==> src/rtl/lkd_pkg.sv <==
// Shared types and constants for the ladder keypad debouncer.
`timescale 1ns / 1ps

package lkd_pkg;

  // Key state layout: ladder A keys 0..3, ladder B keys 4..5, power key 6
  localparam int KEY_BITS  = 7;
  localparam int POWER_KEY = 6;
  localparam int TIME_BITS = 32;
  localparam int DEB_BITS  = 16;

  // Configuration register indexes
  localparam int CFG_IDX_BITS = 3;
  localparam int CFG_DATA_BITS = 16;
  localparam logic [CFG_IDX_BITS-1:0] REG_NO_BUTTON = 3'd0;
  localparam logic [CFG_IDX_BITS-1:0] REG_A_FIRST   = 3'd1;
  localparam logic [CFG_IDX_BITS-1:0] REG_A_SECOND  = 3'd2;
  localparam logic [CFG_IDX_BITS-1:0] REG_A_THIRD   = 3'd3;
  localparam logic [CFG_IDX_BITS-1:0] REG_B_SPLIT   = 3'd4;
  localparam logic [CFG_IDX_BITS-1:0] REG_DEBOUNCE  = 3'd5;

  // Threshold slots and their reset values
  localparam int NUM_THR   = 5;
  localparam int THR_NONE  = 0;
  localparam int THR_A1    = 1;
  localparam int THR_A2    = 2;
  localparam int THR_A3    = 3;
  localparam int THR_B     = 4;
  localparam int RST_NO_BUTTON = 3800;
  localparam int RST_A_FIRST   = 3100;
  localparam int RST_A_SECOND  = 2090;
  localparam int RST_A_THIRD   = 750;
  localparam int RST_B_SPLIT   = 1120;
  localparam int RST_DEBOUNCE  = 5;
  localparam int RST_THR_BITS  = 12;

  // Queue between front and back
  localparam int QUEUE_DEPTH = 2;
  localparam int QPTR_BITS   = 1;
  localparam int QCNT_BITS   = 2;

  // Classified sample handed from front to back
  typedef struct packed {
    logic [TIME_BITS-1:0] time_ms;
    logic [KEY_BITS-1:0]  raw_keys;
  } key_item_t;

  // Result item, held_keys in the lowest bits
  typedef struct packed {
    logic [TIME_BITS-1:0] power_held_ms;
    logic [TIME_BITS-1:0] any_held_ms;
    logic [KEY_BITS-1:0]  release_events;
    logic [KEY_BITS-1:0]  press_events;
    logic [KEY_BITS-1:0]  held_keys;
  } result_t;

  localparam int RESULT_BITS = $bits(result_t);
  localparam int OUT_TDATA_BITS = ((RESULT_BITS + 7) / 8) * 8;

endpackage

==> src/rtl/ladder_keypad_debouncer.sv <==
// Top level of the resistor-ladder keypad decoder with debounce.
//
//   channel   dir  handshake                 content
//   s_axis    in   s_tvalid / s_tready       one ADC sample with timestamp
//   m_axis    out  m_tvalid / m_tready       debounced state, events, hold times
//   cfg       in   cfg_we                    thresholds and debounce time
//
// One item per cycle sustained while m_tready stays high; the result passes through
// the decode register (loaded on the accepting edge), then the queue, then the result register.
// The debounce state update and hold-time subtractions are combinational in
// the back stage, which sets the rate.
// rst clears all key state, timers, queue and configuration to reset values.
// Either side may stall; the two-entry queue absorbs back-pressure.
`timescale 1ns / 1ps

module ladder_keypad_debouncer #(
  parameter int SAMPLE_BITS = 12
) (
  input  logic                                  clk,
  input  logic                                  rst,
  input  logic                                  s_tvalid,
  output logic                                  s_tready,
  // ladder_a_sample, ladder_b_sample, power_pin_level, time_ms, zero pad
  input  logic [((2*SAMPLE_BITS+33+7)/8)*8-1:0] s_tdata,
  output logic                                  m_tvalid,
  input  logic                                  m_tready,
  // held_keys, press_events, release_events, any_held_ms, power_held_ms, zero pad
  output logic [lkd_pkg::OUT_TDATA_BITS-1:0]    m_tdata,
  input  logic                                  cfg_we,
  input  logic [lkd_pkg::CFG_IDX_BITS-1:0]      cfg_index,
  input  logic [lkd_pkg::CFG_DATA_BITS-1:0]     cfg_data
);
  import lkd_pkg::*;

  localparam int THR_BITS = (SAMPLE_BITS > RST_THR_BITS) ? SAMPLE_BITS : RST_THR_BITS;
  localparam int PIN_BIT  = 2 * SAMPLE_BITS;

  logic [NUM_THR-1:0][THR_BITS-1:0] thresholds;
  logic [DEB_BITS-1:0]              debounce_ms;
  logic [THR_BITS-1:0]              cfg_thr;

  logic      f_valid;
  logic      f_ready;
  key_item_t f_item;
  logic      q_valid;
  logic      q_ready;
  key_item_t q_item;
  result_t   result;

  assign cfg_thr = THR_BITS'(cfg_data[SAMPLE_BITS-1:0]);

  // Configuration registers
  always_ff @(posedge clk) begin
    if (rst) begin
      thresholds[THR_NONE] <= THR_BITS'(RST_NO_BUTTON);
      thresholds[THR_A1]   <= THR_BITS'(RST_A_FIRST);
      thresholds[THR_A2]   <= THR_BITS'(RST_A_SECOND);
      thresholds[THR_A3]   <= THR_BITS'(RST_A_THIRD);
      thresholds[THR_B]    <= THR_BITS'(RST_B_SPLIT);
      debounce_ms          <= DEB_BITS'(RST_DEBOUNCE);
    end else if (cfg_we) begin
      unique case (cfg_index)
        REG_NO_BUTTON: thresholds[THR_NONE] <= cfg_thr;
        REG_A_FIRST:   thresholds[THR_A1]   <= cfg_thr;
        REG_A_SECOND:  thresholds[THR_A2]   <= cfg_thr;
        REG_A_THIRD:   thresholds[THR_A3]   <= cfg_thr;
        REG_B_SPLIT:   thresholds[THR_B]    <= cfg_thr;
        REG_DEBOUNCE:  debounce_ms          <= cfg_data[DEB_BITS-1:0];
        default: ;
      endcase
    end
  end

  lkd_front #(
    .SAMPLE_BITS (SAMPLE_BITS),
    .THR_BITS    (THR_BITS)
  ) u_front (
    .clk             (clk),
    .rst             (rst),
    .in_valid        (s_tvalid),
    .in_ready        (s_tready),
    .ladder_a_sample (s_tdata[SAMPLE_BITS-1:0]),
    .ladder_b_sample (s_tdata[2*SAMPLE_BITS-1:SAMPLE_BITS]),
    .power_pin_level (s_tdata[PIN_BIT]),
    .time_ms         (s_tdata[PIN_BIT+TIME_BITS:PIN_BIT+1]),
    .thresholds      (thresholds),
    .out_valid       (f_valid),
    .out_ready       (f_ready),
    .out_item        (f_item)
  );

  lkd_queue u_queue (
    .clk        (clk),
    .rst        (rst),
    .push_valid (f_valid),
    .push_ready (f_ready),
    .push_item  (f_item),
    .pop_valid  (q_valid),
    .pop_ready  (q_ready),
    .pop_item   (q_item)
  );

  lkd_back u_back (
    .clk         (clk),
    .rst         (rst),
    .in_valid    (q_valid),
    .in_ready    (q_ready),
    .in_item     (q_item),
    .debounce_ms (debounce_ms),
    .out_valid   (m_tvalid),
    .out_ready   (m_tready),
    .out_result  (result)
  );

  assign m_tdata = OUT_TDATA_BITS'(result);

endmodule

==> src/rtl/lkd_front.sv <==
// Front stage: decodes the ladder readings into a raw key state and registers it.
`timescale 1ns / 1ps

module lkd_front #(
  parameter int SAMPLE_BITS = 12,
  parameter int THR_BITS    = 12
) (
  input  logic                                     clk,
  input  logic                                     rst,
  input  logic                                     in_valid,
  output logic                                     in_ready,
  input  logic [SAMPLE_BITS-1:0]                   ladder_a_sample,
  input  logic [SAMPLE_BITS-1:0]                   ladder_b_sample,
  input  logic                                     power_pin_level,
  input  logic [lkd_pkg::TIME_BITS-1:0]            time_ms,
  input  logic [lkd_pkg::NUM_THR-1:0][THR_BITS-1:0] thresholds,
  output logic                                     out_valid,
  input  logic                                     out_ready,
  output lkd_pkg::key_item_t                       out_item
);
  import lkd_pkg::*;

  logic [THR_BITS-1:0] a_val;
  logic [THR_BITS-1:0] b_val;
  logic [3:0]          a_keys;
  logic [1:0]          b_keys;
  key_item_t           item_next;

  assign a_val = THR_BITS'(ladder_a_sample);
  assign b_val = THR_BITS'(ladder_b_sample);

  // Ladder A: first matching band wins
  always_comb begin
    priority if (a_val > thresholds[THR_A1] && a_val <= thresholds[THR_NONE]) begin
      a_keys = 4'b0001;
    end else if (a_val > thresholds[THR_A2] && a_val <= thresholds[THR_A1]) begin
      a_keys = 4'b0010;
    end else if (a_val > thresholds[THR_A3] && a_val <= thresholds[THR_A2]) begin
      a_keys = 4'b0100;
    end else if (a_val <= thresholds[THR_A3]) begin
      a_keys = 4'b1000;
    end else begin
      a_keys = 4'b0000;
    end
  end

  // Ladder B
  always_comb begin
    priority if (b_val > thresholds[THR_B] && b_val <= thresholds[THR_NONE]) begin
      b_keys = 2'b01;
    end else if (b_val <= thresholds[THR_B]) begin
      b_keys = 2'b10;
    end else begin
      b_keys = 2'b00;
    end
  end

  assign item_next.raw_keys = {~power_pin_level, b_keys, a_keys};
  assign item_next.time_ms  = time_ms;

  assign in_ready = !out_valid || out_ready;

  // Item register
  always_ff @(posedge clk) begin
    if (rst) begin
      out_valid <= 1'b0;
    end else if (in_ready) begin
      out_valid <= in_valid;
    end
  end

  always_ff @(posedge clk) begin
    if (in_valid && in_ready) begin
      out_item <= item_next;
    end
  end

endmodule

==> src/rtl/lkd_queue.sv <==
// Two-entry queue between the decode front and the debounce back.
`timescale 1ns / 1ps

module lkd_queue (
  input  logic               clk,
  input  logic               rst,
  input  logic               push_valid,
  output logic               push_ready,
  input  lkd_pkg::key_item_t push_item,
  output logic               pop_valid,
  input  logic               pop_ready,
  output lkd_pkg::key_item_t pop_item
);
  import lkd_pkg::*;

  key_item_t             entries [QUEUE_DEPTH];
  logic [QPTR_BITS-1:0]  wr_ptr;
  logic [QPTR_BITS-1:0]  rd_ptr;
  logic [QCNT_BITS-1:0]  count;
  logic                  do_push;
  logic                  do_pop;

  assign push_ready = (count != QCNT_BITS'(QUEUE_DEPTH));
  assign pop_valid  = (count != '0);
  assign pop_item   = entries[rd_ptr];
  assign do_push    = push_valid && push_ready;
  assign do_pop     = pop_valid && pop_ready;

  // Pointers and fill count
  always_ff @(posedge clk) begin
    if (rst) begin
      wr_ptr <= '0;
      rd_ptr <= '0;
      count  <= '0;
    end else begin
      if (do_push) begin
        wr_ptr <= wr_ptr + 1'b1;
      end
      if (do_pop) begin
        rd_ptr <= rd_ptr + 1'b1;
      end
      if (do_push && !do_pop) begin
        count <= count + 1'b1;
      end else if (do_pop && !do_push) begin
        count <= count - 1'b1;
      end
    end
  end

  // Entry storage
  always_ff @(posedge clk) begin
    if (do_push) begin
      entries[wr_ptr] <= push_item;
    end
  end

endmodule

==> src/rtl/lkd_back.sv <==
// Back stage: debounce state, hold timers and the result register.
`timescale 1ns / 1ps

module lkd_back (
  input  logic                           clk,
  input  logic                           rst,
  input  logic                           in_valid,
  output logic                           in_ready,
  input  lkd_pkg::key_item_t             in_item,
  input  logic [lkd_pkg::DEB_BITS-1:0]   debounce_ms,
  output logic                           out_valid,
  input  logic                           out_ready,
  output lkd_pkg::result_t               out_result
);
  import lkd_pkg::*;

  logic [KEY_BITS-1:0]  raw_last;
  logic [KEY_BITS-1:0]  stable_keys;
  logic [TIME_BITS-1:0] change_time;
  logic [TIME_BITS-1:0] hold_start;
  logic [TIME_BITS-1:0] hold_finish;
  logic [TIME_BITS-1:0] power_start;
  logic [TIME_BITS-1:0] power_finish;

  logic [KEY_BITS-1:0]  raw;
  logic [TIME_BITS-1:0] now;
  logic [TIME_BITS-1:0] elapsed;
  logic                 fire;
  logic                 take;
  logic [KEY_BITS-1:0]  pressed;
  logic [KEY_BITS-1:0]  released;
  logic [KEY_BITS-1:0]  stable_next;
  logic [TIME_BITS-1:0] hold_start_next;
  logic [TIME_BITS-1:0] hold_finish_next;
  logic [TIME_BITS-1:0] power_start_next;
  logic [TIME_BITS-1:0] power_finish_next;
  result_t              result_next;

  assign raw      = in_item.raw_keys;
  assign now      = in_item.time_ms;
  assign in_ready = !out_valid || out_ready;
  assign take     = in_valid && in_ready;

  // Debounce decision; a fresh change restarts the stability window at zero
  always_comb begin
    elapsed  = (raw != raw_last) ? '0 : now - change_time;
    fire     = (elapsed > TIME_BITS'(debounce_ms)) && (raw != stable_keys);
    pressed  = fire ? (raw & ~stable_keys) : '0;
    released = fire ? (stable_keys & ~raw) : '0;
    stable_next = fire ? raw : stable_keys;
    hold_start_next   = (pressed != '0 && stable_keys == '0) ? now : hold_start;
    hold_finish_next  = (released != '0 && raw == '0) ? now : hold_finish;
    power_start_next  = pressed[POWER_KEY] ? now : power_start;
    power_finish_next = released[POWER_KEY] ? now : power_finish;
  end

  // Result fields, all differences wrap
  always_comb begin
    result_next.held_keys      = stable_next;
    result_next.press_events   = pressed;
    result_next.release_events = released;
    result_next.any_held_ms    = (stable_next != '0) ? now - hold_start_next
                                                     : hold_finish_next - hold_start_next;
    result_next.power_held_ms  = stable_next[POWER_KEY] ? now - power_start_next
                                                        : power_finish_next - power_start_next;
  end

  // Debounce state
  always_ff @(posedge clk) begin
    if (rst) begin
      raw_last     <= '0;
      stable_keys  <= '0;
      change_time  <= '0;
      hold_start   <= '0;
      hold_finish  <= '0;
      power_start  <= '0;
      power_finish <= '0;
    end else if (take) begin
      if (raw != raw_last) begin
        raw_last    <= raw;
        change_time <= now;
      end
      stable_keys  <= stable_next;
      hold_start   <= hold_start_next;
      hold_finish  <= hold_finish_next;
      power_start  <= power_start_next;
      power_finish <= power_finish_next;
    end
  end

  // Output register
  always_ff @(posedge clk) begin
    if (rst) begin
      out_valid <= 1'b0;
    end else if (in_ready) begin
      out_valid <= in_valid;
    end
  end

  always_ff @(posedge clk) begin
    if (take) begin
      out_result <= result_next;
    end
  end

`ifndef SYNTHESIS
  a_press_release_disjoint: assert property (@(posedge clk) disable iff (rst)
    out_valid |-> (out_result.press_events & out_result.release_events) == '0)
    else $error("press and release events overlap");

  a_press_in_held: assert property (@(posedge clk) disable iff (rst)
    out_valid |-> (out_result.press_events & ~out_result.held_keys) == '0)
    else $error("pressed key not in debounced state");

  a_release_not_held: assert property (@(posedge clk) disable iff (rst)
    out_valid |-> (out_result.release_events & out_result.held_keys) == '0)
    else $error("released key still in debounced state");

  a_state_holds_when_idle: assert property (@(posedge clk) disable iff (rst)
    !take |=> $stable(stable_keys) && $stable(raw_last))
    else $error("debounce state moved without an item");
`endif

endmodule

==> config.mk <==
export PLATFORM = sky130hd
export DESIGN_NAME = ladder_keypad_debouncer
export DESIGN_NICKNAME = d
export VERILOG_FILES = /design/src/rtl/lkd_pkg.sv /design/src/rtl/ladder_keypad_debouncer.sv /design/src/rtl/lkd_front.sv /design/src/rtl/lkd_queue.sv /design/src/rtl/lkd_back.sv
export SDC_FILE = /design/constraint.sdc
export NUM_CORES = 1
export LEC_CHECK = 0
export BUFFER_PORTS_ARGS = -buffer_cell sky130_fd_sc_hd__clkbuf_2
export CAP_MARGIN = 30
export CELL_PAD_IN_SITES_DETAIL_PLACEMENT = 1
export CELL_PAD_IN_SITES_GLOBAL_PLACEMENT = 1
export CORE_MARGIN = 2
export CORE_UTILIZATION = 35
export DETAILED_ROUTE_END_ITERATION = 8
export PLACE_DENSITY_LB_ADDON = 0.05
export SLEW_MARGIN = 5
export SYNTH_ARGS = -nofsm -noshare
export SYNTH_HDL_FRONTEND = slang
export SYNTH_SLANG_ARGS = --single-unit
==> constraint.sdc <==
create_clock -name clk -period 12.5 [get_ports clk]
set_clock_uncertainty 0.2 [all_clocks]
set_input_delay 1.875 -clock clk [delete_from_list [all_inputs] [get_ports clk]]
set_output_delay 1.875 -clock clk [all_outputs]
set_load 0.02 [all_outputs]
==> metrics.yaml, run 1 <==
setup_tns_ps: 0
antenna_cells: 0
setup_viol: 0
rows: 96
worstSetupEndpoint: "u_back.out_result[52]$_DFFE_PP_"
cts_tree: "done"
synth_top_cell_area_share: 0.249
clock_path_buffers: 3
overflow: 0
avgSynthCellArea_um2: 9.18
reg2reg_slack_ps: 1080
ys_warn_count: 0
postCtsResizedCells: 0
hold_class: "flop to flop"
synth_xor_area_frac: 0.0310
clk-insertion-delay-late_ps: 600
synth_cell_types: 71
synthAdderAreaFrac: 0.104
cpMostUsedCell: "a21oi_1"
syn_to_final_growth_pct: 15.9
vias: 19200
reg2reg_depth: 42
synthTopCellsByCount: "nor2_1 (302), nand2_1 (283), a21oi_1 (272), dfxtp_1 (257), edfxtp_1 (202)"
finalCritPeriodShare: 0.914
layout.nets: 3100
ys_ff_latch: 459
die_area_mm2: 0.0716
cts_sinks: 459
fp.coreArea_mm2: 0.0687
min_from: "u_front.out_item[31]$_DFFE_PP_"
synth_area_mm2: 0.0243
hold_viol_final: 0
slowest_delay_ps: 740
n_fill_cell: 7970
finalCriticalPeriod_ps: 11420
cp_slowest_cell: "dfxtp_2"
wl_per_cell_um: 18.7
grt_start_max_net_pins: 109
synthFlopType: "dfxtp_1"
drc: 0
cts_setup_buffers: 0
ant_nets: 0
synth.area.mux_share: 0.0184
register_area_mm2: 0.0112
timing.fmax_mhz: 87.6
dpl.hpwl_um: 50800
io_buffers: 167
drive_gt1_frac: 0.119
cts_hold_buf: 0
synth_edf_count: 202
rsz0062_at_grt: "false"
dr.pass1.iters: 5
antenna_found_initial: 0
critPathKind: "flop to flop"
cap_violations: 0
synthMostInstantiatedCell: "nor2_1"
crit_required_ps: 12660
grtUsageTotal: 0.198
yosysTopAreaCell: "edfxtp_1"
pin_count: 178
min_path_cells: 0
synth_simple_gate_area_frac: 0.167
grt_pass1_vias: 20000
maxSlewViolCount: 0
root_buffer: "clkbuf_16"
ys_seq_area_frac: 0.461
syn_inst: 2650
yosys-top-cells-area: "edfxtp_1 (25%), dfxtp_1 (21%), ha_1 (10%), a21oi_1 (5.6%), nor2_1 (4.7%)"
crit_fanout: 21
via_per_inst: 5.06
initial_core_util: 0.354
cp.arrival_ps: 11580
async_flop_share: 0
place_congestion: 0.828
drt_iter0_markers: 869
grt_pass1_wl_um: 111000
timing.rr.end: "u_back.out_result[52]$_DFFE_PP_"
h-tree-depth: 2
die_w_um: 268
cts_made_buffers: 55
die_h_um: 268
outcome: "complete, no violations"
startpoint_type: "flop"
slew_headroom: 0.333
clk_transition_reported_paths_ps: 60
synth_top_family_by_area: "compound AO/OA/AOI/OAI gates"
synth_compound_gate_area_share: 0.168
timing.critical_path.to_type: "flop"
worst-slew-pin-transition_ps: 1000
multiInputGateArea_mm2: 0.0119
wirelength_um: 70800
metal layers:
metal  track usage  routed length, um  up-vias  share of wire
met2         0.339              34000      205           0.48
met1         0.262              33100     9276           0.47
met5             0                  0        -              0
li1              -                  -     9589              -
met3        0.0262               1840       94          0.026
met4        0.0562               1850        0          0.026
worst min path at each step:
stage                                            end  slack, ps
CTS                 u_queue.entries[1][37]$_DFFE_PP_        250
global placement     u_queue.entries[0][2]$_DFFE_PP_        230
finish              u_queue.entries[0][31]$_DFFE_PP_        250
detailed placement  u_queue.entries[0][37]$_DFFE_PP_        230
global route        u_queue.entries[1][37]$_DFFE_PP_        250
floorplan            u_queue.entries[0][0]$_DFFE_PP_        220
layout by cell type, fill, tap and decap left out, types with 16 or more instances in the layout:
| master | Yosys | layout |
|---|---|---|
| inv_1 | 174 | 173 |
| mux2i_1 | 42 | 40 |
| nand3_1 | 34 | 33 |
| edfxtp_1 | 202 | 202 |
| nor2b_1 | 94 | 94 |
| xnor2_1 | 62 | 62 |
| nand2_1 | 283 | 283 |
| a211oi_1 | 111 | 111 |
| nand4_1 | 31 | 31 |
| nor3_1 | 27 | 27 |
| and2_1 | 17 | 16 |
| a21oi_1 | 272 | 271 |
| dfxtp_1 | 257 | 256 |
| o21ai_0 | 146 | 146 |
| nand2b_1 | 25 | 25 |
| a211o_1 | 20 | 20 |
| clkbuf_16 | 0 | 57 |
| a21o_1 | 46 | 46 |
| ha_1 | 198 | 198 |
| buf_4 | 12 | 55 |
| nor2_1 | 302 | 300 |
| xor2_1 | 24 | 24 |
| clkbuf_2 | 0 | 166 |
metrics by stage:
stage                     std cells  utilization  hold slack [ps]  area (um^2)  setup slack, ps
final                          3787        0.410              245        28200             1080
after global routing           3787        0.410              250        28200             68.7
after global placement         3682        0.382              226        26200             1250
after floorplan                2652            -              221        24300             2830
after detailed placement       3684        0.383              233        26300             1070
after CTS                      3786        0.410              247        28200              992
worst max-delay path, delay by kind of cell (launching register included):
family          cells  cell delay, ps
flops               1             740
fa+ha+maj           3             930
xor+xnor            2             570
simple gates       11            2770
mux                 1             470
buf+inv             1             130
compound gates     24            5350
area by class of cell:
| type | instances | area share |
|---|---|---|
| multi-input combinational | 1896 | 0.424 |
| sequential | 459 | 0.398 |
| clock buffer | 70 | 0.0534 |
| timing repair buffer | 225 | 0.0472 |
| tap | 931 | 0.0413 |
| inverter | 174 | 0.0233 |
| clock inverter | 32 | 0.0135 |
sequential cells by signal, summed over array words and instances, names as in the netlist, named ones only:
signal and flops:
debounce_ms 16, thresholds 60, u_back.change_time 32, u_back.hold_finish 32
u_back.hold_start 32, u_back.out_result 85, u_back.out_valid 1, u_back.power_finish 32
u_back.power_start 32, u_back.raw_last 7, u_back.stable_keys 7, u_front.out_item 39
u_front.out_valid 1, u_queue.count 2, u_queue.entries 78, u_queue.rd_ptr 1
u_queue.wr_ptr 1
cells by family (layout without fill, tap and decap cells):
group / count (synthesis) / in the layout
simple gates: 885 / 885
compound gates: 677 / 677
flops: 459 / 459
buf+inv: 297 / 501
fa+ha+maj: 201 / 201
xor+xnor: 86 / 86
mux: 44 / 44
other cells: 1 / 3
Power of run 1 is not shown: default switching activity piles up to over one toggle a cycle in this logic, so the estimate is an artifact.
==> run 2, diff against run 1 <==
CORE_UTILIZATION = 30   (was 35)
clock period = 10 ns   (was 12.5 ns; I/O delays follow)
==> metrics.yaml, run 2 (synthesis gave the netlist of run 1 again) <==
dpl.hpwl_um: 53800  # +6.0%
finalCriticalPeriod_ps: 9390  # -2030 ps
cp_slowest_cell: "dfxtp_4"
slowest_delay_ps: 430  # -310 ps
drc: 0  # unchanged
wirelength_um: 72900  # +3.0%
io_buffers: 167  # unchanged
die_h_um: 289  # +7.9%
placed_area_mm2: 0.0276  # +5.0%
hold_viol_final: 0  # unchanged
critPathKind: "flop to flop"
n_fill_cell: 9260  # +16%
syn_to_final_growth_pct: 22.4
crit_required_ps: 10160  # -2500 ps
startpoint_type: "flop"
cts_made_buffers: 55  # unchanged
largest_reg_flops: 85  # unchanged
worst-slew-pin-transition_ps: 1010  # +6.71 ps
final_area_mm2: 0.0298  # +5.6%
crit_fanout: 8  # -62%
timing.fmax_mhz: 106  # +22%
initial_core_util: 0.302  # -0.0516
min_from: "u_front.out_item[27]$_DFFE_PP_"
antenna_cells: 0  # unchanged
finalCritPeriodShare: 0.939  # +0.0256
grt_pass1_wl_um: 114000  # +2.7%
ant_nets: 0  # unchanged
cpMostUsedCell: "a21o_1"
fin_ws_ps: 608  # -472 ps
cap_violations: 0  # unchanged
maxSlewViolCount: 0  # unchanged
fp.coreArea_mm2: 0.0804  # +17%
antenna_found_initial: 2  # +2
multiInputGateArea_mm2: 0.0121  # +1.7%
grt_start_max_net_pins: 108  # -0.92%
grtUsageTotal: 0.174  # -0.0244
vias: 19900  # +3.7%
rows: 104  # +8.3%
slew_headroom: 0.329  # -0.00447
place_congestion: 0.800  # -3.4%
clk_transition_reported_paths_ps: 60  # about the same
die_area_mm2: 0.0834  # +16%
clk-insertion-delay-late_ps: 620  # +20 ps
largest_register: "u_back.out_result"
cts_sinks: 459  # unchanged
pin_count: 178  # unchanged
dr.pass1.iters: 5  # unchanged
layout_common_cells: "nor2_1 (300), nand2_1 (283), a21oi_1 (260), dfxtp_1 (256), buf_4 (207)"
cts_tree: "done"
setup_viol: 0  # unchanged
drive_gt1_frac: 0.176  # +0.0568
overflow: 0  # unchanged
outcome: "complete, no violations"
reg.largest.list: "u_back.out_result x85, u_queue.entries x78, thresholds x60"
grt_pass1_vias: 20700  # +3.7%
hold_class: "flop to flop"
root_buffer: "clkbuf_16"
drt_iter0_markers: 675  # -22%
clock_path_buffers: 3  # unchanged
register_area_mm2: 0.0112  # about the same
via_per_inst: 4.88  # -3.6%
pre_cts_ws_ps: -397  # -1470 ps
wl_per_cell_um: 17.9  # -4.3%
timing.critical_path.to_type: "flop"
cp.arrival_ps: 9550  # -2030 ps
h-tree-depth: 2  # unchanged
final_common_cell: "nor2_1"
layout.nets: 3257  # +5.1%
whs_ps: 245  # -0.723 ps
die_w_um: 289  # +7.9%
utilization: 0.370  # -0.0403
## run 2: cell count changes in the layout (fill, tap and decap cells not counted), sizes merged
cell / before / now
clkbuf: 236 / 239
inv: 175 / 176
bufinv: 9 / 8
clkinvlp: 1 / 8
buf: 59 / 215
clkinv: 21 / 13
## run 2: per-layer routing
metal | track usage | vias to the layer above | share of wire
met5 | 0 | - | 0
met4 | 0.0488 | 0 | 0.025
met3 | 0.0215 | 96 | 0.025
met2 | 0.304 | 201 | 0.48
met1 | 0.225 | 9648 | 0.47
li1 | - | 9924 | -
## run 2: path summary, 6_finish.rpt
path	endpoint	slack (ps)	cells after the start
min reg2reg	u_queue.entries[1][27]$_DFFE_PP_	240	0
min	u_queue.entries[1][27]$_DFFE_PP_	240	0
max	u_back.out_result[46]$_DFFE_PP_	610	42
max reg2reg	u_back.out_result[46]$_DFFE_PP_	610	42
## run 2: layout make-up
cell class	instances	area share
Inverter	174	0.0220
Clock inverter	31	0.0131
Timing Repair Buffer	382	0.0846
Tap cell	1060	0.0446
Multi-Input combinational cell	1896	0.408
Clock buffer	72	0.0508
Sequential cell	459	0.377
## run 2: metrics by stage
stage          cells  TNS, ps
6_report        4074        0
5_1_grt         4074    -1.31
4_1_cts         4069        0
3_5_place_dp    3966    -1850
3_3_place_gp    3965     -929
2_1_floorplan   2652        0
## run 2: timing repair
item	CTS	global route
endpoints found under the setup margin	13	26
hold buffers	0	0
pin swaps	1	22
buffers inserted	0	5
gates resized for setup	15	43
## run 2: critical path, delay by kind of cell (launching register included)
family,cells,cell delay (ps)
compound gates,23,4590
xor+xnor,1,100
fa+ha+maj,3,610
buf+inv,3,440
flops,1,430
mux,1,180
simple gates,11,2570
Power of run 2 is left out for the same reason.
==> run 3, diff against run 2 <==
ABC_AREA = 1   (was unset)
PLACE_DENSITY = 0.7   (was unset)
PLACE_DENSITY_LB_ADDON = unset   (was 0.05)
==> metrics.yaml, run 3 <==
min_from: "u_front.out_item[7]$_DFFE_PP_"
reg2reg_depth: 45  # +7.1%
yosys-top-cells-area: "edfxtp_1 (23%), dfxtp_1 (20%), nand2_1 (9.7%), ha_1 (9.4%), inv_1 (8.5%)"
die_area_mm2: 0.0898  # +7.7%
final_common_cell: "nand2_1"
layout.nets: 3862  # +19%
cts_made_buffers: 56  # +1.8%
cts_tree: "done"
setup_viol: 0  # unchanged
wl_met2_um: 39300  # +11%
startpoint_type: "flop"
pin_count: 178  # unchanged
wl_met3_um: 2590  # +43%
initial_core_util: 0.302  # about the same
min_path_cells: 0  # unchanged
largest_register: "u_back.out_result"
vias: 22900  # +15%
synthFlopType: "dfxtp_1"
finalCritPeriodShare: 0.899  # -0.0403
rsz0062_at_grt: "false"
grtUsageTotal: 0.180  # +0.00618
avgSynthCellArea_um2: 7.69  # -16%
grt_start_max_net_pins: 84  # -22%
outcome: "complete, no violations"
whs_ps: 244  # -0.876 ps
cp.arrival_ps: 9150  # -400 ps
critPathKind: "flop to flop"
ant_nets: 0  # unchanged
synth_edf_count: 202  # unchanged
place_congestion: 0.869  # +8.7%
grt_pass1_vias: 22900  # +11%
io_buffers: 167  # unchanged
synthMostInstantiatedCell: "nand2_1"
syn_to_final_growth_pct: 15.8
drive_gt1_frac: 0.0956  # -0.0799
reg.largest.list: "u_back.out_result x85, u_queue.entries x78, thresholds x60"
rows: 108  # +3.8%
antenna_found_initial: 3  # +1
cts_setup_buffers: 0  # unchanged
n_fill_cell: 10700  # +15%
die_w_um: 300  # +3.8%
maxSlewViolCount: 0  # unchanged
via_per_inst: 4.80  # -1.7%
hold_class: "flop to flop"
grt_pass1_wl_um: 128000  # +12%
timing.critical_path.to_type: "flop"
reg2reg_slack_ps: 1010  # +400 ps
slew_headroom: 0.286  # -0.0429
die_h_um: 300  # +3.8%
timing.rr.end: "u_back.out_result[51]$_DFFE_PP_"
cts_hold_buf: 0  # unchanged
synth_area_mm2: 0.0262  # +7.8%
postCtsResizedCells: 0  # -15
clk_transition_reported_paths_ps: 60  # about the same
synth_top_cell_area_share: 0.231  # -0.0180
crit_required_ps: 10160  # about the same
fp.coreArea_mm2: 0.0868  # +7.9%
wl_per_cell_um: 17.1  # -4.7%
overflow: 0  # unchanged
syn_inst: 3411  # +29%
ys_ff_latch: 459  # unchanged
crit_fanout: 50  # +42
wl_met1_um: 37400  # +10%
layout_common_cells: "nand2_1 (674), inv_1 (589), nor2_1 (342), o21ai_0 (323), dfxtp_1 (256)"
root_buffer: "clkbuf_16"
hold_viol_final: 0  # unchanged
fin_ws_ps: 1010  # +403 ps
timing.fmax_mhz: 111  # +4.5%
slowest_delay_ps: 520  # +90 ps
largest_reg_flops: 85  # unchanged
clock_path_buffers: 3  # unchanged
fin_cells: 4774  # +17%
synth_cell_types: 52  # -27%
drc: 0  # unchanged
highest_layer: "met5"
worst_hold_path.endpoint: "u_queue.entries[1][7]$_DFFE_PP_"
finalCriticalPeriod_ps: 8990  # -403 ps
clk-insertion-delay-late_ps: 620  # about the same
drt_iter0_markers: 1135  # +68%
synthTopCellsByCount: "nand2_1 (675), inv_1 (591), nor2_1 (344), o21ai_0 (330), dfxtp_1 (257)"
ys_seq_area_frac: 0.428  # -0.0333
dpl.hpwl_um: 60200  # +12%
cap_violations: 0  # unchanged
setup_tns_ps: 0  # unchanged
ys_warn_count: 0  # unchanged
dp_cells: 4669  # +18%
yosysTopAreaCell: "edfxtp_1"
pre_cts_ws_ps: 660  # +1060 ps
worst-slew-pin-transition_ps: 1060  # +54.6 ps
async_flop_share: 0  # unchanged
cpMostUsedCell: "nand2_1"
wirelength_um: 81400  # +12%
cts_sinks: 459  # unchanged
dr.pass1.iters: 5  # unchanged
h-tree-depth: 2  # unchanged
cp_slowest_cell: "o21ai_0"
run 3: cell types whose count changed in the layout (fill, tap and decap cells not counted), moves of 35 or more:
cell,delta
nand2_1,+391
o21ai_0,+181
inv_1,+416
o21ai_1,+130
o211ai_1,+50
xnor2_1,-35
nor2b_1,-94
a211oi_1,-102
buf_4,-152
nor2_1,+42
a21o_1,-38
mux2i_1,-38
run 3: logic make-up after synthesis:
family	share of synthesized area
xor+xnor	0.0237
buf+inv	0.108
other cells	0.000143
flops	0.428
simple gates	0.174
fa+ha+maj	0.0968
compound gates	0.169
run 3: worst max path at each step:
stage,startpoint,to,slack [ps],depth (start not counted)
3_5_place_dp,flop,u_back.out_result[51]$_DFFE_PP_,660,45
6_report,flop,u_back.out_result[51]$_DFFE_PP_,1010,45
4_1_cts,flop,u_back.out_result[51]$_DFFE_PP_,620,45
3_3_place_gp,flop,u_back.out_result[51]$_DFFE_PP_,830,45
5_1_grt,flop,u_back.out_result[49]$_DFFE_PP_,60,49
2_1_floorplan,flop,u_back.out_result[51]$_DFFE_PP_,2450,52
run 3: metal layers:
layer	up-vias	GRT usage
li1	11400	-
met1	11000	0.233
met2	322	0.317
met3	103	0.0220
met4	2	0.0488
met5	-	0
run 3: through the flow:
step	util	cell area (um^2)
detailed placement	0.328	28500
floorplan	-	26200
CTS	0.349	30300
finish	0.350	30400
global route	0.350	30400
global placement	0.327	28400
run 3: cell type report:
cell class,count,area [um^2],share of cell area
Sequential cell,459,11200,0.369
Tap cell,1155,1450,0.0476
Clock inverter,27,318,0.0105
Inverter,594,2230,0.0735
Antenna cell,1,2.50,0.0000824
Multi-Input combinational cell,2235,12200,0.402
Timing Repair Buffer,227,1390,0.0457
Clock buffer,76,1550,0.0510
run 3: critical path, delay by kind of cell (launching register included):
kind / cells / cell delay [ps]
simple gates: 25 / 3320
xor+xnor: 1 / 160
flops: 1 / 450
compound gates: 10 / 2790
buf+inv: 5 / 530
fa+ha+maj: 4 / 1260
Power of run 3 is left out for the same reason.
